$ cat src/hdl/sapc_pkg.sv
// ============================================================================
// sapc_pkg - shared types and constants for the sensor calibration block
// Field widths, fixed-point formats and codes used by the datapath modules.
// ============================================================================
package sapc_pkg;

    // Field widths of the stream items
    localparam int CHAN_W   = 4;
    localparam int SAMPLE_W = 16;
    localparam int POW_W    = 3;
    localparam int COEFF_W  = 32;
    localparam int DISP_W   = 48;
    localparam int ORDER_W  = 3;

    // Packed stream widths (zero filled to whole bytes)
    localparam int IN_TDATA_W  = 56;
    localparam int OUT_TDATA_W = 56;

    // Polynomial limits
    localparam int NUM_COEFF = 6;
    localparam int MAX_ORDER = 5;

    // Voltage in unsigned Q3.16, never above 5.0
    localparam int V_W = 19;

    // Shared multiplier: 17-bit signed chunk of acc times {0, v}
    localparam int CHUNK_W = 16;
    localparam int MUL_A_W = CHUNK_W + 1;
    localparam int MUL_B_W = V_W + 1;
    localparam int PP_W    = MUL_A_W + MUL_B_W;
    localparam int PROD_W  = DISP_W + V_W;
    localparam int SUM_T_W = PROD_W - 16 + 1;

    // Item kinds
    typedef enum logic {
        ACT_SAMPLE = 1'b0,
        ACT_COEFF  = 1'b1
    } action_t;

    typedef logic signed [COEFF_W-1:0] coeff_t;
    typedef logic signed [DISP_W-1:0]  disp_t;
    typedef logic [V_W-1:0]            volt_t;

endpackage

$ cat src/hdl/sapc_div.sv
// ============================================================================
// sapc_div - iterative restoring divider
// Produces one quotient bit per cycle. The quotient must fit QUO_W bits,
// so the upper part of the numerator starts as the partial remainder.
// ============================================================================
module sapc_div
    import sapc_pkg::*;
#(
    parameter int DEN_W = 19,
    parameter int QUO_W = 19
)
(
    input  logic                   clk,
    input  logic                   rst_n,
    input  logic                   start,
    input  logic [DEN_W+QUO_W-1:0] num,
    input  logic [DEN_W-1:0]       den,
    output logic                   done,
    output logic [QUO_W-1:0]       quo
);

    localparam int NUM_W = DEN_W + QUO_W;
    localparam int CNT_W = $clog2(QUO_W + 1);

    logic [DEN_W-1:0] rem_reg, rem_next;
    logic [QUO_W-1:0] quo_reg, quo_next;
    logic [DEN_W-1:0] den_reg;
    logic [CNT_W-1:0] cnt_reg;
    logic             busy_reg;
    logic             done_reg;

    logic [DEN_W:0]   trial;
    logic             ge;

    // One restoring step
    always_comb
    begin
        trial    = {rem_reg, quo_reg[QUO_W-1]};
        ge       = (trial >= {1'b0, den_reg});
        rem_next = ge ? DEN_W'(trial - {1'b0, den_reg}) : trial[DEN_W-1:0];
        quo_next = {quo_reg[QUO_W-2:0], ge};
    end

    // Control
    always_ff @(posedge clk or negedge rst_n)
    begin
        if (!rst_n)
        begin
            busy_reg <= 1'b0;
            done_reg <= 1'b0;
            cnt_reg  <= '0;
        end
        else
        begin
            done_reg <= 1'b0;
            if (start)
            begin
                busy_reg <= 1'b1;
                cnt_reg  <= CNT_W'(QUO_W);
            end
            else if (busy_reg)
            begin
                cnt_reg <= cnt_reg - 1'b1;
                if (cnt_reg == CNT_W'(1))
                begin
                    busy_reg <= 1'b0;
                    done_reg <= 1'b1;
                end
            end
        end
    end

    // Datapath
    always_ff @(posedge clk)
    begin
        if (start)
        begin
            rem_reg <= num[NUM_W-1:QUO_W];
            quo_reg <= num[QUO_W-1:0];
            den_reg <= den;
        end
        else if (busy_reg)
        begin
            rem_reg <= rem_next;
            quo_reg <= quo_next;
        end
    end

    assign done = done_reg;
    assign quo  = quo_reg;

endmodule

$ cat src/hdl/sensor_average_poly_calibrate.sv
// ============================================================================
// sensor_average_poly_calibrate - moving average and polynomial calibration
// Keeps a short code window per channel, scales the average to a voltage
// and evaluates a per-channel polynomial with Horner's rule.
//
// Channel  | Dir | Fields
// ---------+-----+-----------------------------------------------------------
// s_axis   | in  | tuser: action; tdata: channel, raw_sample, coeff_power,
//          |     |        coeff_value
// m_axis   | out | tuser: saturated; tdata: out_channel, displacement
// cfg      | in  | cfg_wdata: poly_order, written when cfg_we is high
//
// A coefficient beat leaves the block idle. A sample beat reads and adds
// each held code (window memory read, then add), runs the bit-serial
// divider (19 steps), then per Horner step makes three passes of the
// 17x20 multiplier and one round/add/clip. s_axis_tready is high only
// while idle; a finished result waits in the output register, so a stalled
// m_axis holds only the next result. Reset clears windows, coefficient
// valid bits and poly_order (to 1); no clearing pass is needed.
// ============================================================================
module sensor_average_poly_calibrate
    import sapc_pkg::*;
#(
    parameter int WINDOW_LEN = 5,
    parameter int CHANNELS   = 10
)
(
    input  logic                   clk,
    input  logic                   rst_n,
    // config
    input  logic                   cfg_we,
    input  logic [ORDER_W-1:0]     cfg_wdata,   // poly_order
    // input stream
    input  logic                   s_axis_tvalid,
    output logic                   s_axis_tready,
    input  logic [IN_TDATA_W-1:0]  s_axis_tdata,   // channel, raw_sample, coeff_power, coeff_value
    input  logic                   s_axis_tuser,   // action
    // output stream
    output logic                   m_axis_tvalid,
    input  logic                   m_axis_tready,
    output logic [OUT_TDATA_W-1:0] m_axis_tdata,   // out_channel, displacement
    output logic                   m_axis_tuser    // saturated
);

    localparam int CH_W     = (CHANNELS > 1) ? $clog2(CHANNELS) : 1;
    localparam int SLOT_W   = (WINDOW_LEN > 1) ? $clog2(WINDOW_LEN) : 1;
    localparam int FILL_W   = $clog2(WINDOW_LEN + 1);
    localparam int WDEPTH   = CHANNELS * WINDOW_LEN;
    localparam int WADDR_W  = (WDEPTH > 1) ? $clog2(WDEPTH) : 1;
    localparam int CDEPTH   = CHANNELS * NUM_COEFF;
    localparam int CADDR_W  = $clog2(CDEPTH);
    localparam int SUM_W    = SAMPLE_W + FILL_W;
    localparam int DEN_W    = SAMPLE_W + FILL_W;
    localparam int NUM_W    = DEN_W + V_W;

    typedef enum logic [9:0] {
        S_IDLE    = 10'b0000000001,
        S_SUM_RD  = 10'b0000000010,
        S_SUM_ACC = 10'b0000000100,
        S_PREP    = 10'b0000001000,
        S_DIV     = 10'b0000010000,
        S_CRD     = 10'b0000100000,
        S_CLOAD   = 10'b0001000000,
        S_MUL     = 10'b0010000000,
        S_ADD     = 10'b0100000000,
        S_DONE    = 10'b1000000000
    } state_t;

    // Input field unpack
    logic [CHAN_W-1:0]   in_channel;
    logic [SAMPLE_W-1:0] in_sample;
    logic [POW_W-1:0]    in_power;
    coeff_t              in_coeff;
    action_t             in_action;

    assign in_channel = s_axis_tdata[3:0];
    assign in_sample  = s_axis_tdata[19:4];
    assign in_power   = s_axis_tdata[22:20];
    assign in_coeff   = s_axis_tdata[54:23];
    assign in_action  = action_t'(s_axis_tuser);

    // Registers
    state_t                 state_reg, state_next;
    logic [ORDER_W-1:0]     poly_order_reg;
    logic [SLOT_W-1:0]      head_reg [CHANNELS];
    logic [FILL_W-1:0]      fill_reg [CHANNELS];
    logic                   cvalid_reg [CDEPTH];
    logic [CHAN_W-1:0]      ch_reg;
    logic [FILL_W-1:0]      fill_cur_reg;
    logic [FILL_W-1:0]      idx_reg;
    logic [SUM_W-1:0]       sum_reg;
    volt_t                  v_reg;
    logic [ORDER_W-1:0]     order_reg;
    logic [ORDER_W-1:0]     k_reg;
    logic [1:0]             part_reg;
    disp_t                  acc_reg;
    logic signed [PROD_W-1:0] prod_reg;
    logic                   sat_reg;
    logic                   out_valid_reg;
    logic [CHAN_W-1:0]      out_ch_reg;
    disp_t                  out_disp_reg;
    logic                   out_sat_reg;

    // Memories
    logic [SAMPLE_W-1:0]    win_mem [WDEPTH];
    logic [SAMPLE_W-1:0]    win_rdata_reg;
    coeff_t                 coeff_mem [CDEPTH];
    coeff_t                 coeff_rdata_reg;
    logic                   coeff_rvalid_reg;

    // Accept decode
    logic                   in_beat;
    logic                   ch_ok;
    logic [CH_W-1:0]        in_ch_idx;
    logic [CH_W-1:0]        ch_idx;
    logic                   push;
    logic                   cwrite;
    logic [WADDR_W-1:0]     win_waddr;
    logic [WADDR_W-1:0]     win_raddr;
    logic [CADDR_W-1:0]     coeff_waddr;
    logic [CADDR_W-1:0]     coeff_raddr;
    logic [ORDER_W-1:0]     rd_pow;
    logic [SLOT_W-1:0]      head_cur;
    logic [FILL_W-1:0]      fill_cur;

    assign s_axis_tready = (state_reg == S_IDLE);
    assign in_beat   = s_axis_tvalid && s_axis_tready;
    assign ch_ok     = (int'(in_channel) < CHANNELS);
    assign in_ch_idx = in_channel[CH_W-1:0];
    assign ch_idx    = ch_reg[CH_W-1:0];
    assign push      = in_beat && ch_ok && (in_action == ACT_SAMPLE);
    assign cwrite    = in_beat && ch_ok && (in_action == ACT_COEFF)
                       && (int'(in_power) < NUM_COEFF);
    assign head_cur  = head_reg[in_ch_idx];
    assign fill_cur  = fill_reg[in_ch_idx];

    assign win_waddr   = WADDR_W'(int'(in_ch_idx) * WINDOW_LEN + int'(head_cur));
    assign win_raddr   = WADDR_W'(int'(ch_idx) * WINDOW_LEN + int'(idx_reg[SLOT_W-1:0]));
    assign coeff_waddr = CADDR_W'(int'(in_ch_idx) * NUM_COEFF + int'(in_power));
    assign rd_pow      = (state_reg == S_CRD) ? order_reg : (k_reg - 1'b1);
    assign coeff_raddr = CADDR_W'(int'(ch_idx) * NUM_COEFF + int'(rd_pow));

    // Window memory
    always_ff @(posedge clk)
    begin
        if (push)
            win_mem[win_waddr] <= in_sample;
        win_rdata_reg <= win_mem[win_raddr];
    end

    // Coefficient memory
    always_ff @(posedge clk)
    begin
        if (cwrite)
            coeff_mem[coeff_waddr] <= in_coeff;
        coeff_rdata_reg <= coeff_mem[coeff_raddr];
    end

    // Coefficient valid bits: unwritten entries read as zero
    always_ff @(posedge clk or negedge rst_n)
    begin
        if (!rst_n)
        begin
            for (int i = 0; i < CDEPTH; i++)
                cvalid_reg[i] <= 1'b0;
            coeff_rvalid_reg <= 1'b0;
        end
        else
        begin
            if (cwrite)
                cvalid_reg[coeff_waddr] <= 1'b1;
            coeff_rvalid_reg <= cvalid_reg[coeff_raddr];
        end
    end

    coeff_t coeff_eff;
    assign coeff_eff = coeff_rvalid_reg ? coeff_rdata_reg : '0;

    // Window head and fill per channel
    always_ff @(posedge clk or negedge rst_n)
    begin
        if (!rst_n)
        begin
            for (int i = 0; i < CHANNELS; i++)
            begin
                head_reg[i] <= '0;
                fill_reg[i] <= '0;
            end
        end
        else if (push)
        begin
            head_reg[in_ch_idx] <= (int'(head_cur) + 1 >= WINDOW_LEN) ? '0
                                   : head_cur + SLOT_W'(1);
            if (int'(fill_cur) < WINDOW_LEN)
                fill_reg[in_ch_idx] <= fill_cur + FILL_W'(1);
        end
    end

    // Config register
    always_ff @(posedge clk or negedge rst_n)
    begin
        if (!rst_n)
            poly_order_reg <= ORDER_W'(1);
        else if (cfg_we)
            poly_order_reg <= cfg_wdata;
    end

    // Voltage: v = round(sum*5*65536 / (65535*fill))
    logic [SUM_W+2:0]  sum5;
    logic [DEN_W-1:0]  den;
    logic [NUM_W-1:0]  num;
    logic              div_start;
    logic              div_done;
    volt_t             div_quo;

    always_comb
    begin
        sum5 = {sum_reg, 2'b00} + (SUM_W+3)'(sum_reg);
        den  = {fill_cur_reg, 16'b0} - DEN_W'(fill_cur_reg);
        num  = {sum5, 16'b0} + NUM_W'(den >> 1);
    end

    assign div_start = (state_reg == S_PREP);

    sapc_div #(
        .DEN_W (DEN_W),
        .QUO_W (V_W)
    ) u_div (
        .clk   (clk),
        .rst_n (rst_n),
        .start (div_start),
        .num   (num),
        .den   (den),
        .done  (div_done),
        .quo   (div_quo)
    );

    // Shared multiplier: one 16-bit chunk of acc per pass
    logic signed [MUL_A_W-1:0] mul_a;
    logic signed [MUL_B_W-1:0] mul_b;
    logic signed [PP_W-1:0]    pp;
    logic signed [PROD_W-1:0]  pp_ext;
    logic signed [PROD_W-1:0]  pp_shift;

    always_comb
    begin
        case (part_reg)
            2'd0:    mul_a = {1'b0, acc_reg[15:0]};
            2'd1:    mul_a = {1'b0, acc_reg[31:16]};
            default: mul_a = {acc_reg[47], acc_reg[47:32]};
        endcase
        mul_b  = {1'b0, v_reg};
        pp     = mul_a * mul_b;
        pp_ext = {{(PROD_W-PP_W){pp[PP_W-1]}}, pp};
        case (part_reg)
            2'd0:    pp_shift = pp_ext;
            2'd1:    pp_shift = pp_ext <<< 16;
            default: pp_shift = pp_ext <<< 32;
        endcase
    end

    // Horner step: round half up, add coefficient, clip to 48 bits
    logic signed [PROD_W-1:0]  prod_rnd;
    logic signed [SUM_T_W-1:0] step_sum;
    logic                      clip;
    disp_t                     step_acc;

    always_comb
    begin
        prod_rnd = prod_reg + PROD_W'(32768);
        step_sum = {prod_rnd[PROD_W-1], prod_rnd[PROD_W-1:16]}
                   + {{(SUM_T_W-COEFF_W){coeff_eff[COEFF_W-1]}}, coeff_eff};
        clip     = (step_sum[SUM_T_W-1:DISP_W-1] != '0)
                   && (step_sum[SUM_T_W-1:DISP_W-1] != '1);
        if (!clip)
            step_acc = step_sum[DISP_W-1:0];
        else if (step_sum[SUM_T_W-1])
            step_acc = {1'b1, {(DISP_W-1){1'b0}}};
        else
            step_acc = {1'b0, {(DISP_W-1){1'b1}}};
    end

    logic out_free;
    assign out_free = !out_valid_reg || m_axis_tready;

    // Sequencer
    always_comb
    begin
        state_next = state_reg;
        case (state_reg)
            S_IDLE:    if (push) state_next = S_SUM_RD;
            S_SUM_RD:  state_next = S_SUM_ACC;
            S_SUM_ACC: state_next = (idx_reg + FILL_W'(1) == fill_cur_reg) ? S_PREP
                                    : S_SUM_RD;
            S_PREP:    state_next = S_DIV;
            S_DIV:     if (div_done) state_next = S_CRD;
            S_CRD:     state_next = S_CLOAD;
            S_CLOAD:   state_next = (order_reg == '0) ? S_DONE : S_MUL;
            S_MUL:     if (part_reg == 2'd2) state_next = S_ADD;
            S_ADD:     state_next = (k_reg == ORDER_W'(1)) ? S_DONE : S_MUL;
            S_DONE:    if (out_free) state_next = S_IDLE;
            default:   state_next = S_IDLE;
        endcase
    end

    always_ff @(posedge clk or negedge rst_n)
    begin
        if (!rst_n)
            state_reg <= S_IDLE;
        else
            state_reg <= state_next;
    end

    // Datapath registers
    always_ff @(posedge clk)
    begin
        case (state_reg)
            S_IDLE:
            begin
                ch_reg       <= in_channel;
                fill_cur_reg <= (int'(fill_cur) < WINDOW_LEN) ? fill_cur + FILL_W'(1)
                                : fill_cur;
                idx_reg      <= '0;
                sum_reg      <= '0;
                order_reg    <= (int'(poly_order_reg) > MAX_ORDER) ? ORDER_W'(MAX_ORDER)
                                : poly_order_reg;
            end
            S_SUM_ACC:
            begin
                sum_reg <= sum_reg + SUM_W'(win_rdata_reg);
                idx_reg <= idx_reg + FILL_W'(1);
            end
            S_DIV:
            begin
                if (div_done)
                    v_reg <= div_quo;
            end
            S_CLOAD:
            begin
                acc_reg  <= {{(DISP_W-COEFF_W){coeff_eff[COEFF_W-1]}}, coeff_eff};
                k_reg    <= order_reg;
                sat_reg  <= 1'b0;
                part_reg <= 2'd0;
                prod_reg <= '0;
            end
            S_MUL:
            begin
                prod_reg <= prod_reg + pp_shift;
                part_reg <= part_reg + 2'd1;
            end
            S_ADD:
            begin
                acc_reg  <= step_acc;
                sat_reg  <= sat_reg | clip;
                k_reg    <= k_reg - 1'b1;
                part_reg <= 2'd0;
                prod_reg <= '0;
            end
            default:
            begin
            end
        endcase
    end

    // Output register
    always_ff @(posedge clk or negedge rst_n)
    begin
        if (!rst_n)
            out_valid_reg <= 1'b0;
        else if ((state_reg == S_DONE) && out_free)
            out_valid_reg <= 1'b1;
        else if (m_axis_tready)
            out_valid_reg <= 1'b0;
    end

    always_ff @(posedge clk)
    begin
        if ((state_reg == S_DONE) && out_free)
        begin
            out_ch_reg   <= ch_reg;
            out_disp_reg <= acc_reg;
            out_sat_reg  <= sat_reg;
        end
    end

    assign m_axis_tvalid = out_valid_reg;
    assign m_axis_tdata  = {(OUT_TDATA_W-DISP_W-CHAN_W)'(0), out_disp_reg, out_ch_reg};
    assign m_axis_tuser  = out_sat_reg;

endmodule
$ cat config.mk
export PLATFORM = sky130hd
export DESIGN_NAME = sensor_average_poly_calibrate
export DESIGN_NICKNAME = d
export VERILOG_FILES = /design/src/hdl/sapc_pkg.sv /design/src/hdl/sapc_div.sv /design/src/hdl/sensor_average_poly_calibrate.sv
export SDC_FILE = /design/constraint.sdc
export NUM_CORES = 2
export LEC_CHECK = 0
export ABC_CLOCK_PERIOD_IN_PS = 14700
export BUFFER_PORTS_ARGS = -buffer_cell sky130_fd_sc_hd__buf_2
export CAP_MARGIN = 20
export CORE_UTILIZATION = 50
export CTS_BUF_LIST = sky130_fd_sc_hd__clkbuf_16
export DETAILED_ROUTE_END_ITERATION = 6
export GPL_TIMING_DRIVEN = 0
export PLACE_DENSITY = 0.65
export SYNTH_ARGS = -nofsm -noshare
export SYNTH_HDL_FRONTEND = slang
export SYNTH_HIERARCHICAL = 1
export SYNTH_SLANG_ARGS = --single-unit
$ cat constraint.sdc
create_clock -name clk -period 14.7 [get_ports clk]
set_clock_uncertainty 0.1 [all_clocks]
set_input_delay 1.47 -clock clk [delete_from_list [all_inputs] [get_ports clk]]
set_output_delay 1.47 -clock clk [all_outputs]
set_load 0.1 [all_outputs]
; Word-level counts from Yosys, hierarchy flattened
; Memories as Yosys holds them, arrays and structs flattened. A register that Yosys moved wholly into a read port is not among the register bits.
; Index checks and enable logic that the tools add are counted.
; Widths: inputs -> output; s select.
[classes]
shift = 0
n_mul = 5
magnitude_cmp = 11
mux = 57
n_eq_ne = 20
n_reduce_logical = 23
n_div = 0
n_addsub = 19
n_bitwise = 6
[ops]
columns = op, count
row1 = $pmux 67 s2, 2
row2 = $pmux 10 s10, 1
row3 = $mux 48, 2
row4 = $pmux 48 s2, 1
row5 = $mux 19, 5
row6 = $add 67x17->67 const B, 1
row7 = $add 67x67->67, 1
row8 = $bwmux 30, 2
row9 = $mux 10, 6
row10 = $or 60x60->60, 1
row11 = $add 51x32->52, 1
row12 = $add 38x18->38, 1
row13 = $pmux 19 s2, 1
row14 = $mul 17x20->37, 1
row15 = $pmux 17 s2, 1
row16 = $mux 32, 1
row17 = $add 6x3->6, 4
row18 = $bmux 3 s4, 2
row19 = $mux 3, 8
row20 = $add 21x19->22, 1
row21 = $ge 20x19->1, 1
row22 = $add 19x16->19, 1
row23 = $sub 19x19->19, 1
row24 = $sub 19x3->19, 1
row25 = other kinds (56), 94
[totals]
ram_bits = 2720
register_bits = 424
latch_bits = 0
n_memories = 2
inputBits = 65
elab_cells = 247
mem_bits_ro = 0
[mem_list]
columns = name, depth, word_bits, rd, rd_ports_with_merged_regs, wr, line_no
row1 = coeff_mem, 60, 32, 1, 1, 1, sensor_average_poly_calibrate.sv:107  ; coeff_t coeff_mem [CDEPTH];
row2 = win_mem, 50, 16, 1, 1, 1, sensor_average_poly_calibrate.sv:105  ; logic [SAMPLE_W-1:0] win_mem [WDEPTH];

; Longest topological paths before layout
[depth]
word_depth = 8
mapped_depth = 48

; By module
; The synthesis kept the hierarchy.
[modules_own_cells]
columns = module, seq_area_each_um2, cells_per_inst, area_each_um2, n_inst
row1 = sensor_average_poly_calibrate, 92776.5, 7927, 140679.9, 1
row2 = sapc_div, 1886.8, 346, 3860.0, 1

; Worst setup path before layout
; Ideal clock, no wire load.
[synth_timing]
kind = reg2reg
startpoint = reg part_reg[1]
endpoint = reg prod_reg[65], data pin
stages_incl_launch_ff = 44
t_arrival_ps = 10180
setup_ps = 262
setup_slack_ps = 4158
n_path_buf = 4
required_ps = 14338
cell_sequence = edfxtp_1 -> inv_1 -> ha_1 -> clkbuf_1 -> buf_1 -> a221oi_1 -> nor2_1 -> clkbuf_1 -> nand2_1 -> fa_1 -> inv_1 -> fa_1 -> fa_1 -> fa_1 -> fa_1 -> inv_1 -> fa_1 -> inv_1 -> [8 not listed] -> a21oi_1 -> xnor2_1 -> a21o_1 -> clkbuf_1 -> a21oi_1 -> a21oi_1 -> ha_1 -> a21oi_1 -> inv_1 -> a221o_1 -> a31o_2 -> a21o_1 -> a21oi_1 -> o21ai_0 -> a211oi_1 -> nand2_1 -> a41oi_1 -> mux2_1
[synth_between]
elab_chain_cells = 6
elab_cells_between_ends = 7
cone_classes = add/sub: 1 / mul: 1 / eq/ne: 1 / mux: 3 / reduce/logical: 1
[synth_lines]
columns = element, line_no
row1 = start: declaration, sensor_average_poly_calibrate.sv:95  ; logic [1:0] part_reg;
row2 = start signal: assignment, sensor_average_poly_calibrate.sv:349  ; part_reg <= part_reg + 2'd1;
row3 = $eq 2x1->1 or $logic_not 2->1 (tied branches), "sensor_average_poly_calibrate.sv:247, sensor_average_poly_calibrate.sv:255"
row4 = $pmux 17 s2, sensor_average_poly_calibrate.sv:247  ; case (part_reg)
row5 = $mul 17x20->37, sensor_average_poly_calibrate.sv:253  ; pp = mul_a * mul_b;
row6 = $pmux 67 s2 *, sensor_average_poly_calibrate.sv:255  ; case (part_reg)
row7 = $add 67x67->67 *, sensor_average_poly_calibrate.sv:348  ; prod_reg <= prod_reg + pp_shift;
row8 = $pmux 67 s2 *, sensor_average_poly_calibrate.sv:317  ; case (state_reg)
row9 = end signal: assignment, sensor_average_poly_calibrate.sv:348
row10 = end: declaration, sensor_average_poly_calibrate.sv:97  ; logic signed [PROD_W-1:0] prod_reg;
; Mark *: on every way between the ends. The rest lies on a longest branch, timed or not.
; A chain may end at the register's enable or synchronous reset.

; Worst setup path in the final report
[layout_timing]
startpoint = reg part_reg[0]
endpoint = reg prod_reg[65], data pin
; The elaborated chain is that of the path after synthesis.

==> impl_metrics.env <==
export IMPL_slew_violations=0
export IMPL_cts_hold_buf=0
export IMPL_power_frac_clock=0.306
export IMPL_clk_latency_ns=0.96
export IMPL_largest_reg_flops=1920
export IMPL_cts_resized=0
export IMPL_vias=79000
export IMPL_worstSetupPathType="flip-flop to flip-flop"
export IMPL_p_int_uw=18300
export IMPL_power_frac_comb=0.314
export IMPL_failed_checks="design-rule violations"
export IMPL_fp_dieW_um=540
export IMPL_place_area_um2=153000
export IMPL_hold_violations=0
export IMPL_max_vdd_ir_drop_mv=0.139
export IMPL_min_from="u_div/quo[14]"
export IMPL_vias_per_cell=6.10
export IMPL_final_cell_mix="edfxtp_1 (3002), mux4_2 (878), inv_1 (492)"
export IMPL_antenna_found_initial=37
export IMPL_synth_ff_type="edfxtp_1"
export IMPL_hold_class="flip-flop to flip-flop"
export IMPL_gr_total_overflow=0
export IMPL_initial_core_util=0.502
export IMPL_cts_root_buffer="clkbuf_16"
export IMPL_seqPwrFrac=0.380
export IMPL_max_slew_margin=0.218
export IMPL_switching_share=0.326
export IMPL_path_buf_inv=9
export IMPL_nets=9569
export IMPL_cts_tree="built"
export IMPL_r2r_slack_ns=0.79
export IMPL_drc=2
export IMPL_rows=197
export IMPL_wl_per_cell_um=29.7
export IMPL_synth_top_area_frac=0.624
export IMPL_run_status="finished with violations"
export IMPL_pin_count=124
export IMPL_r2r_start="part_reg[0]"
export IMPL_hold_worst_slack_ns=0.347
export IMPL_powerDensity_nw_per_um2=165
export IMPL_worstMarginPinSlew_ns=1.17
export IMPL_hold_path_depth=0
export IMPL_gp_congestion=0.933
export IMPL_cp_data_arrival_time_ns=14.44
export IMPL_track_usage=0.264
export IMPL_syn_avg_cell_area_um2=17.5
export IMPL_synth_area_leader_cell="edfxtp_1"
export IMPL_yosysSeqAreaShare=0.655
export IMPL_path_clk_slew_ns=0.06
export IMPL_rr_worst_depth=44
export IMPL_cpLargestDelayFamily="compound AO/OA/AOI/OAI gates"
export IMPL_grt_max_degree=89
export IMPL_numCtsBuffers=331
export IMPL_netlist_area_um2=145000
export IMPL_ys_ff_latch=3192
export IMPL_end_kind="flip-flop"
export IMPL_setup_violations=0
export IMPL_die_y_um=540
export IMPL_io_buffers=118
export IMPL_worstHoldEndpoint="v_reg[14]"
export IMPL_switching_power_uw=8830
export IMPL_cap_violations=0
export IMPL_min_period_ns=13.91
export IMPL_synthCells=8273
export IMPL_r2r_end="prod_reg[65]"
export IMPL_cts_sinks=3192
export IMPL_grt_pass1_vias=80000
export IMPL_cp_max_fo=10
export IMPL_ant_nets=0
export IMPL_tns_ns=0
export IMPL_synth_area_leaders="edfxtp_1 (62%), mux4_2 (14%), fa_1 (3.7%)"
export IMPL_dp_hpwl_mm=273
export IMPL_async_reset_ff_frac=0.0445
export IMPL_power_uw=27100
export IMPL_drtIter0Drc=8746
export IMPL_rsz0062_at_grt="false"
export IMPL_synth_edf_count=3002
export IMPL_p_leak_uw=0.0575
export IMPL_clk_path_buf_depth=4
export IMPL_max_freq_mhz=71.9
export IMPL_die_area_um2=291000
export IMPL_critical_path_max_stage_delay_ns=0.76
export IMPL_finalCritPeriodShare=0.946
export IMPL_ys_warn_count=6
export IMPL_slowest_stage="o41ai_1"
export IMPL_core_um2=288000
export IMPL_grt_pass1_wl_mm=557
export IMPL_drt_total_wl_mm=384
export IMPL_final_common_cell="edfxtp_1"
export IMPL_cp_required_ns=15.23
export IMPL_dr_pass1_iters=7
export IMPL_cts_htree_levels=5
export IMPL_area_growth_pct=13.6
export IMPL_stdcell_area_um2=164000
export IMPL_layout_drive_gt1_share=0.223
export IMPL_ys_types=107
export IMPL_postCtsSetupRepairBufs=0
export IMPL_start_kind="flip-flop"
[metal layers]
metal,vias up,part of all wire,track usage,wire length [µm]
li1,33600,-,-,-
met5,-,0.00056,0,214
met1,41500,0.41,0.366,156000
met2,3211,0.48,0.423,183000
met3,670,0.076,0.0457,29100
met4,32,0.041,0.0969,15700
[cells by family after synthesis]
family,Yosys count,synth area share
AOI/OAI and AO/OA,891,0.0395
and+or+nand+nor,1469,0.0499
buffers and inverters,777,0.0220
adders and majority gates,625,0.0679
DFF,3192,0.655
xor gates and xnor gates,273,0.0165
muxes,1045,0.149
other,1,0.0000259
[synth_stat cells, drive strengths merged (127+ instances only)]
cell    count
and2      127
nand2     365
mux4      878
a21oi     323
xnor2     176
ha        358
dfrtp     140
clkbuf    245
edfxtp   3002
fa        266
o21ai     172
inv       417
nor2      421
[metrics by stage]
step / setup slack, ns / utilization / instances
after floorplan: 4.16 / - / 8276
after global placement: 0.749 / 0.521 / 12200
after detailed placement: 0.705 / 0.532 / 12300
after CTS: 0.637 / 0.569 / 12900
after global routing: 0.183 / 0.570 / 12900
final: 0.792 / 0.570 / 12900
[power groups by stage]
stage | Sequential, µW | Clock [µW] | Combinational, µW
6_report | 10300 | 8280 | 8500
2_1_floorplan | 10400 | 0 | 4880
5_1_grt | 10300 | 8710 | 8850
4_1_cts | 10300 | 8380 | 8430
3_5_place_dp | 10500 | 0 | 8400
3_3_place_gp | 10500 | 0 | 8170
[worst max path at each step]
stage                         to  slack (ns)  cells after the start        start
floorplan           prod_reg[65]        4.16                     43  part_reg[1]
global placement    prod_reg[65]        0.75                     44  part_reg[0]
detailed placement  prod_reg[65]        0.70                     44  part_reg[0]
CTS                 prod_reg[65]        0.64                     44  part_reg[0]
global route        prod_reg[65]        0.18                     44  part_reg[0]
finish              prod_reg[65]        0.79                     44  part_reg[0]
[final cells by class]
type / count / area, µm²
clock buffer: 340 / 8510
sequential: 3192 / 94700
inverter: 417 / 1570
buffer: 360 / 1620
multi-input combinational: 4307 / 47300
tap: 3781 / 4730
fill: 21600 / 124000
timing repair buffer: 271 / 3580
clock inverter: 265 / 2220
antenna: 10 / 25.0
Note: power is estimated with default switching activity, not from simulation.
